## src/sv/mtcd_pkg.sv

```systemverilog
`timescale 1ns / 1ps

package mtcd_pkg;

    localparam int NUM_CYLINDERS = 12;
    localparam int TOOTH_W       = 8;
    localparam int REV_W         = 16;
    localparam int PERIOD_W      = 32;
    localparam int CYL_W         = 4;
    localparam int POS_W         = 9;
    localparam int RATIO_W       = 6;
    localparam int PROD_W        = PERIOD_W + RATIO_W;
    localparam int IN_DATA_W     = 48;
    localparam int IN_USER_W     = 2;
    localparam int OUT_DATA_W    = 72;
    localparam int ADDR_W        = 4;
    localparam int APB_DATA_W    = 32;

    localparam logic [TOOTH_W-1:0] TEETH_RESET = TOOTH_W'(60);
    localparam logic [RATIO_W-1:0] RATIO_RESET = RATIO_W'(14);

    typedef enum logic [1:0] {
        MODE_TOOTH = 2'd0,
        MODE_CAM   = 2'd1,
        MODE_TABLE = 2'd2
    } mode_t;

    typedef enum logic [1:0] {
        REG_TEETH  = 2'd0,
        REG_RATIO  = 2'd1,
        REG_HALL   = 2'd2,
        REG_MANUAL = 2'd3
    } reg_idx_t;

    typedef struct packed {
        logic [TOOTH_W-1:0] teeth_per_rev;
        logic [RATIO_W-1:0] gap_ratio_tenths;
        logic               hall_on_crank;
        logic               manual_injection;
    } cfg_t;

    typedef struct packed {
        mode_t               mode;
        logic [PERIOD_W-1:0] period;
        logic [CYL_W-1:0]    cyl_index;
        logic [POS_W-1:0]    tooth_position;
    } item_t;

    typedef struct packed {
        logic [TOOTH_W-1:0]       tooth_index;
        logic [REV_W-1:0]         revolution_count;
        logic                     crank_phase;
        logic                     gap_detected;
        logic [NUM_CYLINDERS-1:0] inject_mask;
        logic [PERIOD_W-1:0]      period_used;
    } result_t;

    typedef struct packed {
        logic             en;
        logic [CYL_W-1:0] cyl;
        logic [POS_W-1:0] pos;
    } tbl_wr_t;

    typedef struct packed {
        logic [POS_W-1:0] target_norm;
        logic [POS_W-1:0] target_gap;
    } match_req_t;

    typedef struct packed {
        logic [NUM_CYLINDERS-1:0] mask_norm;
        logic [NUM_CYLINDERS-1:0] mask_gap;
    } match_rsp_t;

endpackage

```

## src/sv/mtcd_cfg.sv

```systemverilog
`timescale 1ns / 1ps

module mtcd_cfg (
    input  logic                            clk,
    input  logic                            rst_n,
    input  logic                            psel,
    input  logic                            penable,
    input  logic                            pwrite,
    input  logic [mtcd_pkg::ADDR_W-1:0]     paddr,
    input  logic [mtcd_pkg::APB_DATA_W-1:0] pwdata,
    output logic [mtcd_pkg::APB_DATA_W-1:0] prdata,
    output logic                            pready,
    output mtcd_pkg::cfg_t                  cfg
);
    import mtcd_pkg::*;

    logic [TOOTH_W-1:0] teeth_reg;
    logic [RATIO_W-1:0] ratio_reg;
    logic               hall_reg;
    logic               manual_reg;
    logic               wr_en;
    reg_idx_t           idx;

    assign pready = 1'b1;
    assign wr_en  = psel && penable && pwrite;
    assign idx    = reg_idx_t'(paddr[ADDR_W-1:2]);

    always_ff @(posedge clk or negedge rst_n)
    begin
        if (!rst_n)
        begin
            teeth_reg  <= TEETH_RESET;
            ratio_reg  <= RATIO_RESET;
            hall_reg   <= 1'b0;
            manual_reg <= 1'b0;
        end
        else if (wr_en)
        begin
            case (idx)
                REG_TEETH:  teeth_reg  <= pwdata[TOOTH_W-1:0];
                REG_RATIO:  ratio_reg  <= pwdata[RATIO_W-1:0];
                REG_HALL:   hall_reg   <= pwdata[0];
                REG_MANUAL: manual_reg <= pwdata[0];
                default:    ;
            endcase
        end
    end

    always_comb
    begin
        case (idx)
            REG_TEETH:  prdata = APB_DATA_W'(teeth_reg);
            REG_RATIO:  prdata = APB_DATA_W'(ratio_reg);
            REG_HALL:   prdata = APB_DATA_W'(hall_reg);
            REG_MANUAL: prdata = APB_DATA_W'(manual_reg);
            default:    prdata = '0;
        endcase
    end

    assign cfg.teeth_per_rev    = teeth_reg;
    assign cfg.gap_ratio_tenths = ratio_reg;
    assign cfg.hall_on_crank    = hall_reg;
    assign cfg.manual_injection = manual_reg;

endmodule

```

## src/sv/mtcd_inreg.sv

```systemverilog
`timescale 1ns / 1ps

module mtcd_inreg (
    input  logic            clk,
    input  logic            rst_n,
    input  logic            in_valid,
    output logic            in_ready,
    input  mtcd_pkg::item_t in_item,
    input  logic            advance,
    output logic            item_valid,
    output mtcd_pkg::item_t item
);
    import mtcd_pkg::*;

    logic  valid_reg;
    logic  valid_next;
    item_t item_reg;

    assign in_ready   = !valid_reg || advance;
    assign valid_next = in_valid ? 1'b1 : (valid_reg && !advance);

    always_ff @(posedge clk or negedge rst_n)
    begin
        if (!rst_n)
        begin
            valid_reg <= 1'b0;
        end
        else
        begin
            valid_reg <= valid_next;
        end
    end

    always_ff @(posedge clk)
    begin
        if (in_valid && in_ready)
        begin
            item_reg <= in_item;
        end
    end

    assign item_valid = valid_reg;
    assign item       = item_reg;

endmodule

```

## src/sv/mtcd_tooth_table.sv

```systemverilog
`timescale 1ns / 1ps

module mtcd_tooth_table (
    input  logic                 clk,
    input  logic                 rst_n,
    input  mtcd_pkg::tbl_wr_t    wr,
    input  mtcd_pkg::match_req_t req,
    output mtcd_pkg::match_rsp_t rsp
);
    import mtcd_pkg::*;

    logic [POS_W-1:0] teeth_reg [NUM_CYLINDERS];

    always_ff @(posedge clk or negedge rst_n)
    begin
        if (!rst_n)
        begin
            for (int c = 0; c < NUM_CYLINDERS; c++)
            begin
                teeth_reg[c] <= '0;
            end
        end
        else if (wr.en && (32'(wr.cyl) < NUM_CYLINDERS))
        begin
            teeth_reg[wr.cyl] <= wr.pos;
        end
    end

    // Both candidate tooth targets are matched in parallel; the engine picks one.
    always_comb
    begin
        for (int c = 0; c < NUM_CYLINDERS; c++)
        begin
            rsp.mask_norm[c] = (teeth_reg[c] == req.target_norm);
            rsp.mask_gap[c]  = (teeth_reg[c] == req.target_gap);
        end
    end

endmodule

```

## src/sv/mtcd_engine.sv

```systemverilog
`timescale 1ns / 1ps

module mtcd_engine (
    input  logic                 clk,
    input  logic                 rst_n,
    input  mtcd_pkg::cfg_t       cfg,
    input  logic                 item_valid,
    input  mtcd_pkg::item_t      item,
    output logic                 advance,
    output mtcd_pkg::tbl_wr_t    tbl_wr,
    output mtcd_pkg::match_req_t req,
    input  mtcd_pkg::match_rsp_t rsp,
    output logic                 res_valid,
    input  logic                 res_ready,
    output mtcd_pkg::result_t    res
);
    import mtcd_pkg::*;

    logic [PERIOD_W-1:0] last_period_reg, last_period_next;
    logic [TOOTH_W-1:0]  tooth_reg, tooth_next;
    logic [REV_W-1:0]    rev_reg, rev_next;
    logic                phase_reg, phase_next;
    logic                res_valid_reg, res_valid_next;
    result_t             res_reg, res_next;

    logic [PERIOD_W-1:0] used;
    logic [PROD_W-1:0]   lhs;
    logic [PROD_W-1:0]   rhs;
    logic                normal;
    logic [TOOTH_W-1:0]  count_inc;
    logic                phase_gap;

    assign advance        = item_valid && (!res_valid_reg || res_ready);
    assign res_valid_next = advance ? 1'b1 : (res_valid_reg && !res_ready);

    assign used      = (item.period == '0) ? last_period_reg : item.period;
    assign lhs       = PROD_W'({used, 3'b000}) + PROD_W'({used, 1'b0});
    assign rhs       = PROD_W'(cfg.gap_ratio_tenths) * PROD_W'(last_period_reg);
    assign normal    = (lhs < rhs) && (tooth_reg < cfg.teeth_per_rev);
    assign count_inc = tooth_reg + TOOTH_W'(1);
    assign phase_gap = cfg.hall_on_crank && !phase_reg;

    assign req.target_norm = POS_W'(count_inc)
                           + (phase_reg ? POS_W'(cfg.teeth_per_rev) : '0);
    assign req.target_gap  = phase_gap ? POS_W'(cfg.teeth_per_rev) : '0;

    assign tbl_wr.en  = advance && (item.mode == MODE_TABLE);
    assign tbl_wr.cyl = item.cyl_index;
    assign tbl_wr.pos = item.tooth_position;

    always_comb
    begin
        last_period_next = last_period_reg;
        tooth_next       = tooth_reg;
        rev_next         = rev_reg;
        phase_next       = phase_reg;
        res_next         = '0;
        case (item.mode)
            MODE_TOOTH:
            begin
                last_period_next     = used;
                res_next.period_used = used;
                if (normal)
                begin
                    tooth_next = count_inc;
                    if (!cfg.manual_injection)
                    begin
                        res_next.inject_mask = rsp.mask_norm;
                    end
                end
                else
                begin
                    tooth_next            = '0;
                    rev_next              = rev_reg + REV_W'(1);
                    phase_next            = phase_gap;
                    res_next.gap_detected = 1'b1;
                    if (!cfg.manual_injection)
                    begin
                        res_next.inject_mask = rsp.mask_gap;
                    end
                end
            end
            MODE_CAM:
            begin
                phase_next = 1'b1;
            end
            default:
            begin
            end
        endcase
        res_next.tooth_index      = tooth_next;
        res_next.revolution_count = rev_next;
        res_next.crank_phase      = phase_next;
    end

    always_ff @(posedge clk or negedge rst_n)
    begin
        if (!rst_n)
        begin
            last_period_reg <= '0;
            tooth_reg       <= '0;
            rev_reg         <= '0;
            phase_reg       <= 1'b0;
            res_valid_reg   <= 1'b0;
        end
        else
        begin
            res_valid_reg <= res_valid_next;
            if (advance)
            begin
                last_period_reg <= last_period_next;
                tooth_reg       <= tooth_next;
                rev_reg         <= rev_next;
                phase_reg       <= phase_next;
            end
        end
    end

    always_ff @(posedge clk)
    begin
        if (advance)
        begin
            res_reg <= res_next;
        end
    end

    assign res_valid = res_valid_reg;
    assign res       = res_reg;

`ifndef NO_ASSERTIONS
    a_gap_bumps_rev: assert property (@(posedge clk) disable iff (!rst_n)
        advance && (item.mode == MODE_TOOTH) && !normal
        |=> (rev_reg == $past(rev_reg) + REV_W'(1)) && (tooth_reg == '0))
        else $error("gap did not bump the revolution counter");

    a_result_matches_state: assert property (@(posedge clk) disable iff (!rst_n)
        advance |=> (res_reg.tooth_index == tooth_reg)
                    && (res_reg.revolution_count == rev_reg)
                    && (res_reg.crank_phase == phase_reg))
        else $error("result does not match the updated state");

    a_cam_sets_phase: assert property (@(posedge clk) disable iff (!rst_n)
        advance && (item.mode == MODE_CAM) |=> phase_reg && !res_reg.gap_detected)
        else $error("secondary edge did not set the phase");

    a_stall_holds_state: assert property (@(posedge clk) disable iff (!rst_n)
        !advance |=> $stable(tooth_reg) && $stable(rev_reg) && $stable(last_period_reg))
        else $error("state changed without an item");
`endif

endmodule

```

## src/sv/missing_tooth_crank_decoder.sv

```systemverilog
`timescale 1ns / 1ps
// An accepted input beat is held in the input register; its result beat is offered from the result register.
// Throughput: one item per cycle while the output is not stalled; the gap compare, the count
// update and the cylinder match are combinational between the input and result registers.
// Reset clears the tooth count, revolution counter, phase, last interval and the
// injection tooth table, and restores the configuration registers to their defaults.

module missing_tooth_crank_decoder (
    input  logic                            clk,
    input  logic                            rst_n,
    input  logic                            s_tvalid,
    output logic                            s_tready,
    // period, cyl_index, tooth_position from bit 0 up; zero filled.
    input  logic [mtcd_pkg::IN_DATA_W-1:0]  s_tdata,
    // mode.
    input  logic [mtcd_pkg::IN_USER_W-1:0]  s_tuser,
    output logic                            m_tvalid,
    input  logic                            m_tready,
    // tooth_index, revolution_count, crank_phase, gap_detected, inject_mask,
    // period_used from bit 0 up; zero filled.
    output logic [mtcd_pkg::OUT_DATA_W-1:0] m_tdata,
    input  logic                            psel,
    input  logic                            penable,
    input  logic                            pwrite,
    input  logic [mtcd_pkg::ADDR_W-1:0]     paddr,
    input  logic [mtcd_pkg::APB_DATA_W-1:0] pwdata,
    output logic [mtcd_pkg::APB_DATA_W-1:0] prdata,
    output logic                            pready
);
    import mtcd_pkg::*;

    cfg_t       cfg;
    item_t      in_item;
    item_t      item;
    logic       item_valid;
    logic       advance;
    tbl_wr_t    tbl_wr;
    match_req_t req;
    match_rsp_t rsp;
    result_t    res;

    assign in_item.mode           = mode_t'(s_tuser[1:0]);
    assign in_item.period         = s_tdata[PERIOD_W-1:0];
    assign in_item.cyl_index      = s_tdata[PERIOD_W+CYL_W-1:PERIOD_W];
    assign in_item.tooth_position = s_tdata[PERIOD_W+CYL_W+POS_W-1:PERIOD_W+CYL_W];

    mtcd_cfg u_cfg (
        .clk     (clk),
        .rst_n   (rst_n),
        .psel    (psel),
        .penable (penable),
        .pwrite  (pwrite),
        .paddr   (paddr),
        .pwdata  (pwdata),
        .prdata  (prdata),
        .pready  (pready),
        .cfg     (cfg)
    );

    mtcd_inreg u_inreg (
        .clk        (clk),
        .rst_n      (rst_n),
        .in_valid   (s_tvalid),
        .in_ready   (s_tready),
        .in_item    (in_item),
        .advance    (advance),
        .item_valid (item_valid),
        .item       (item)
    );

    mtcd_tooth_table u_table (
        .clk   (clk),
        .rst_n (rst_n),
        .wr    (tbl_wr),
        .req   (req),
        .rsp   (rsp)
    );

    mtcd_engine u_engine (
        .clk        (clk),
        .rst_n      (rst_n),
        .cfg        (cfg),
        .item_valid (item_valid),
        .item       (item),
        .advance    (advance),
        .tbl_wr     (tbl_wr),
        .req        (req),
        .rsp        (rsp),
        .res_valid  (m_tvalid),
        .res_ready  (m_tready),
        .res        (res)
    );

    assign m_tdata = {2'b00, res.period_used, res.inject_mask, res.gap_detected,
                      res.crank_phase, res.revolution_count, res.tooth_index};

endmodule

```

## config.mk

```make
export PLATFORM = sky130hd
export DESIGN_NAME = missing_tooth_crank_decoder
export DESIGN_NICKNAME = d
export VERILOG_FILES = /design/src/sv/mtcd_pkg.sv /design/src/sv/mtcd_cfg.sv /design/src/sv/mtcd_inreg.sv /design/src/sv/mtcd_tooth_table.sv /design/src/sv/mtcd_engine.sv /design/src/sv/missing_tooth_crank_decoder.sv
export SDC_FILE = /design/constraint.sdc
export NUM_CORES = 1
export LEC_CHECK = 0
export ABC_CLOCK_PERIOD_IN_PS = 6700
export BUFFER_PORTS_ARGS = -buffer_cell sky130_fd_sc_hd__buf_2
export CORE_MARGIN = 10
export CORE_UTILIZATION = 45
export CTS_CLUSTER_DIAMETER = 40
export DETAILED_ROUTE_END_ITERATION = 16
export PLACE_DENSITY = 0.76
export RECOVER_POWER = 25
export SLEW_MARGIN = 10
export SYNTH_ARGS = -nofsm -noshare
export SYNTH_HDL_FRONTEND = slang
export SYNTH_SLANG_ARGS = --single-unit
```

## constraint.sdc

```tcl
create_clock -name clk -period 6.7 [get_ports clk]
set_input_delay 1.34 -clock clk [delete_from_list [all_inputs] [get_ports clk]]
set_output_delay 1.34 -clock clk [all_outputs]
set_load 0.01 [all_outputs]
```

# --- After elaboration in Yosys (flattened, before gate mapping) ---
# Cells that the tools add are included.
op_classes:
  bitwise: 1
  n_reduce_logical: 26
  muxes: 19
  order_cmp: 5
  add_sub_neg: 4
  n_mul: 1
  n_eq_ne: 29
ops:
  columns: ["cell", "n"]
  rows:
  - ["$eq A9 B9 Y1", 24]
  - ["$pmux W32 S4", 1]
  - ["$bwmux W108", 1]
  - ["$lt A38 B38 Y1", 1]
  - ["$mul A6 B32 Y38", 1]
  - ["$add A35 B33 Y36", 1]
  - ["$demux W9 S4", 1]
  - ["$mux W12", 3]
  - ["$logic_not A32 Y1", 1]
  - ["$mux W16", 2]
  - ["$mux W32", 1]
  - ["$mux W8", 4]
  - ["$add A16 B1 Y16 const B", 1]
  - ["$logic_and A1 B1 Y1", 11]
  - ["$reduce_and A2 Y1", 5]
  - ["$add A8 B9 Y9", 1]
  - ["$mux W9", 1]
  - ["$add A8 B1 Y8 const B", 1]
  - ["$lt A8 B8 Y1", 1]
  - ["$eq A2 B2 Y1 const B", 3]
  - ["$ge A5 B5 Y1 const B", 1]
  - ["$logic_not A1 Y1", 5]
  - ["$lt A5 B1 Y1 const B", 1]
  - ["$not A4 Y5", 1]
  - ["other kinds (6)", 12]
totals:
  word_cells: 117
  input_bits: 93
  reg_bits: 300
  output_inout_bits: 107

# --- Depth between registers and ports, before layout ---
logic_depth:
  depth_word: 7
  depth_mapped: 32
  depth_no_buf: 29

# --- Hierarchy ---
# Synthesis repeated with hierarchy kept, for this count alone.
hier_totals:
  cells_unflattened: 2315
  area_unflattened_um2: 23374.9
modules_own_cells:
  columns: ["module", "seq_area_each_um2", "area_per_inst_um2", "n_inst", "cells_per_inst"]
  rows:
  - ["mtcd_engine", 3553.4, 14377.5, 1, 1624]
  - ["mtcd_tooth_table", 2702.6, 6516.2, 1, 554]
  - ["mtcd_inreg", 1436.4, 1465.2, 1, 51]
  - ["mtcd_cfg", 409.1, 997.2, 1, 83]
  - ["missing_tooth_crank_decoder", 0.0, 18.8, 1, 3]

# --- Least setup slack after synthesis ---
# Ideal clock, no wire load.
synth_timing:
  path_kind: "reg-to-reg"
  start: "register u_cfg.ratio_reg[3]"
  end: "register u_engine.res_reg (netlist bit u_engine.res[48]) (data pin)"
  n_path_buf: 2
  period_less_slack_ns: 6.752
  slack_ns: -0.052
  arrival_ns: 6.493
  setup_ns: 0.259
  required_ns: 6.441
  path_stages_with_launch: 30
  cell_sequence: "dfstp_2 -> clkbuf_1 -> nand2_1 -> fa_1 -> fa_1 -> fa_1 -> inv_1 -> ha_1 -> nor2b_1 -> o31a_1 -> o21ai_0 -> a31oi_1 -> o21ai_0 -> nand2b_1 -> a21oi_1 -> o21ai_0 -> a21oi_1 -> xor2_1 -> ha_1 -> a21oi_1 -> o21ai_0 -> a221oi_1 -> o2111ai_1 -> nand2_1 -> a21oi_1 -> or2_2 -> a31o_2 -> buf_4 -> and3_1 -> xor2_1"
synth_lines:
  columns: ["element", "line", "text"]
  rows:
  - ["start: declaration", "mtcd_cfg.sv:18", "logic [RATIO_W-1:0] ratio_reg;"]
  - ["start signal: assignment", "mtcd_cfg.sv:41", "REG_RATIO: ratio_reg <= pwdata[RATIO_W-1:0];"]
  - ["end signal: assignment", "mtcd_engine.sv:123", "res_reg <= res_next;"]
  - ["end: declaration", "mtcd_engine.sv:24", "result_t res_reg, res_next;"]

==> impl_metrics.py <==
metrics = {
    "layout": {
        "largest_reg_flops": 108,
        "fin_nets": 3012,
        "area_growth_syn_to_layout_pct": 26.6,
        "drive_above_1_share_pct": 30.0,
        "fin_util_pct": 57.8,
        "fill_cells": 4068,
    },
    "hold_path": {
        "min_path_type": "reg2reg",
        "hold_depth": 1,
    },
    "die": {
        "initial_utilization_pct": 45.6,
        "die_w_um": 246,
        "row_count": 82,
        "boundaryPins": 200,
        "die_area_um2": 60400,
        "die_y_um": 246,
        "coreArea_um2": 50300,
    },
    "critical_path": {
        "r2r_cells": 31,
        "crit_path_end_kind": "register",
        "cp.depth": 31,
        "worstPathRequired_ns": 7.03,
        "max_stage_delay_ns": 0.58,
        "worstSetupPathType": "reg2reg",
        "worst-path-buf-inv": 7,
        "critPathLaunchType": "register",
        "cp_slowest_cell": "fa_1",
        "arrival_ns": 7.45,
        "cp_max_fo": 6,
        "cpLargestDelayFamily": "adder cells",
    },
    "placement": {
        "place_ws_ns": -0.679,
        "gp_congestion": 0.925,
        "io_buffer_count": 143,
        "dp_hpwl_mm": 48.7,
    },
    "clocking": {
        "clk_path_buf_depth": 3,
        "numCtsBuffers": 51,
        "clkSinkCount": 300,
        "cts_hold_buf": 0,
        "cts_tree": "yes",
        "clock_latency_ns": 0.63,
        "clockRootBuffer": "clkbuf_16",
        "h-tree-depth": 2,
        "clkTransAtPathRegs_ns": 0.05,
    },
    "power_and_ir_drop": {
        "peakVddDrop_uv": 297,
        "finalPower_mw": 14.4,
        "power.leakage_nw": 13.6,
        "powerDensity_nw_per_um2": 495,
    },
    "timing": {
        "fmax_ghz": 0.141,
        "max_slew_margin_pct": -182,
        "holdWs_ns": 0.483,
        "worst_slack_ns": -0.411,
        "skew_ns": 0.0419,
        "tightest_slew_ns": 4.24,
        "finalSetupViolations": 63,
        "finalSetupTns_ns": -16.92,
        "drv_slew": 74,
        "fin_crit_sh_pct": 106,
        "hold_viol": 0,
        "rsz0062_at_grt": "yes",
        "period_needed_ns": 7.11,
    },
    "grt": {
        "grt_usage_pct": 22.5,
        "grt_max_degree": 74,
        "grt_pass1_vias": 19700,
        "overflow": 0,
        "grt_pass1_wl_mm": 108,
        "antenna_found_initial": 6,
    },
    "detailed_routing": {
        "drc": 0,
        "vias": 18900,
        "route.detailed.wl_per_inst_um": 20.9,
        "routed-wl-met3_mm": 4.72,
        "drt.antenna.violating_nets": 0,
        "first_iter_violations": 1454,
        "via_per_inst": 5.58,
        "firstDrtPassIters": 6,
        "wl_mm": 70.8,
        "highest_layer": "met4",
        "wl_met2_mm": 35.8,
        "wl_met1_mm": 27.1,
    },
    "yosys": {
        "synth-seq-cells": 300,
        "syn_area_per_cell_um2": 10.1,
        "mappedNetlistArea_um2": 22900,
        "synthCells": 2277,
        "synth_edf_count": 117,
        "ys_seq_area_share_pct": 35.3,
        "ys_types": 70,
        "ys.flop_type": "dfrtp_1",
        "synthArstFlopShare_pct": 61.0,
        "yosys_warnings": 0,
    },
    "job": {
        "cap_violations": 1,
    },
    "status": {
        "status": "finished with violations",
        "violations": "max-capacitance violations, max-slew violations, negative setup slack",
    },
}
==> layer usage <==
| metal | vias up | global-route usage [%] |
|---|---|---|
| met5 | - | 0 |
| met4 | 0 | 9.69 |
| met3 | 242 | 4.29 |
| met2 | 789 | 39.6 |
| met1 | 9419 | 26.4 |
| li1 | 8428 | - |
==> area by class of cell <==
type	count	area, um^2	area share (%)
antenna	1	2.50	0.00861
clock buffer	66	1370	4.72
clock inverter	30	375	1.29
inverter	210	790	2.72
multi-input combinational	1676	14500	49.8
sequential	300	8110	27.9
tap	672	841	2.89
timing repair buffer	429	3110	10.7
==> path summary, 6_finish.rpt <==
| path | startpoint | endpoint | slack, ns |
|---|---|---|---|
| worst max-delay path | u_cfg.ratio_reg[3] | u_engine.res[47] | -0.41 |
| max in group asynchronous | rst_n | u_table.teeth_reg[74] | 1.57 |
| worst min-delay path | u_engine.rev_reg[15] | u_engine.rev_reg[15] | 0.48 |
| worst max register to register | u_cfg.ratio_reg[3] | u_engine.res[47] | -0.41 |
| worst min register to register | u_engine.rev_reg[15] | u_engine.rev_reg[15] | 0.48 |
| min in group asynchronous | rst_n | u_table.teeth_reg[3] | 2.23 |
==> worst reg2reg max path: cells and delay by family, from the launching register on <==
| family | cells | cell delay, ns |
|---|---|---|
| adder cells (fa/ha/maj) | 5 | 2.10 |
| AO/OA/AOI/OAI | 11 | 1.90 |
| AND/OR/NAND/NOR | 6 | 1.03 |
| buffers and inverters | 7 | 0.80 |
| flip-flops | 1 | 0.57 |
| multiplexers | 1 | 0.32 |
| XOR/XNOR | 1 | 0.16 |
==> stage by stage <==
step                area, um^2  instances
CTS                      28600       3375
floorplan                23000       2302
detailed placement       25800       3233
global placement         25800       3233
global route             29100       3384
finish                   29100       3384
==> synth_stat cells, types with 3 or more instances <==
| cell type | number | area, um^2 |
|---|---|---|
| inv_1 | 209 | 785 |
| dfrtp_1 | 176 | 4400 |
| nand2_1 | 173 | 649 |
| xor2_1 | 157 | 1380 |
| xnor2_1 | 144 | 1260 |
| and2_1 | 136 | 851 |
| ha_1 | 128 | 1600 |
| mux2_2 | 128 | 1440 |
| fa_1 | 123 | 2460 |
| edfxtp_1 | 117 | 3510 |
| nor2_1 | 108 | 405 |
| a21oi_1 | 99 | 495 |
| o21ai_0 | 93 | 465 |
| clkbuf_1 | 61 | 229 |
| nand4_1 | 49 | 307 |
| nand3_1 | 44 | 220 |
| buf_4 | 36 | 270 |
| nor4_1 | 36 | 225 |
| nor3_1 | 32 | 160 |
| a21o_1 | 27 | 203 |
| nand2b_1 | 19 | 119 |
| and3_1 | 18 | 113 |
| buf_1 | 16 | 60.1 |
| o21bai_1 | 15 | 113 |
| nor2b_1 | 12 | 75.1 |
| a211oi_1 | 11 | 82.6 |
| or3_1 | 9 | 56.3 |
| dfstp_2 | 7 | 184 |
| a31o_2 | 5 | 43.8 |
| mux2i_1 | 5 | 50.1 |
| nand3b_1 | 5 | 37.5 |
| o21a_1 | 5 | 37.5 |
| o31ai_1 | 5 | 37.5 |
| a2111oi_0 | 4 | 35.0 |
| a221o_1 | 4 | 40.0 |
| a31oi_1 | 4 | 25.0 |
| buf_2 | 4 | 20.0 |
| nor3b_1 | 4 | 30.0 |
| o21ai_1 | 4 | 20.0 |
| or2_2 | 4 | 25.0 |
| a211o_1 | 3 | 26.3 |
| a21boi_0 | 3 | 22.5 |
| o211ai_1 | 3 | 22.5 |
==> layout by cell type, fill, tap and decap left out, drive strengths merged, types with 7 or more instances in the layout <==
master,n
mux2,128
clkinv,19
inv,213
nor2,109
o21ai,98
xnor2,145
a21oi,99
nor3,34
nand2b,19
fa,123
a21o,27
o21bai,15
nand2,173
a211oi,12
or3,10
buf,424
edfxtp,117
clkbuf,71
nor4,37
xor2,157
nor2b,12
conb,27
dfrtp,176
nand4,49
nand3,44
and2,136
ha,128
and3,18
dfstp,7
==> power breakdown <==
group          switching (mW)  total [mW]  internal (mW)
clock                   0.992        2.65           1.66
combinational            4.95        9.19           4.24
sequential              0.333        2.53           2.20
==> cells by family after synthesis <==
logic type / Yosys count / synth area share, %
and+or+nand+nor: 658 / 14.7
buffers and inverters: 327 / 5.96
AOI/OAI and AO/OA: 303 / 8.15
xor gates and xnor gates: 302 / 11.6
DFF: 300 / 35.3
adders and majority gates: 251 / 17.7
muxes: 134 / 6.60
other: 2 / 0.0327
==> timing repair <==
item	in CTS	in global routing
setup endpoints to repair	63	63
gates cloned	4	1
pin swaps	101	56
resized for setup	134	93
setup buffers	42	9
Power figures use the tool's default switching activity.
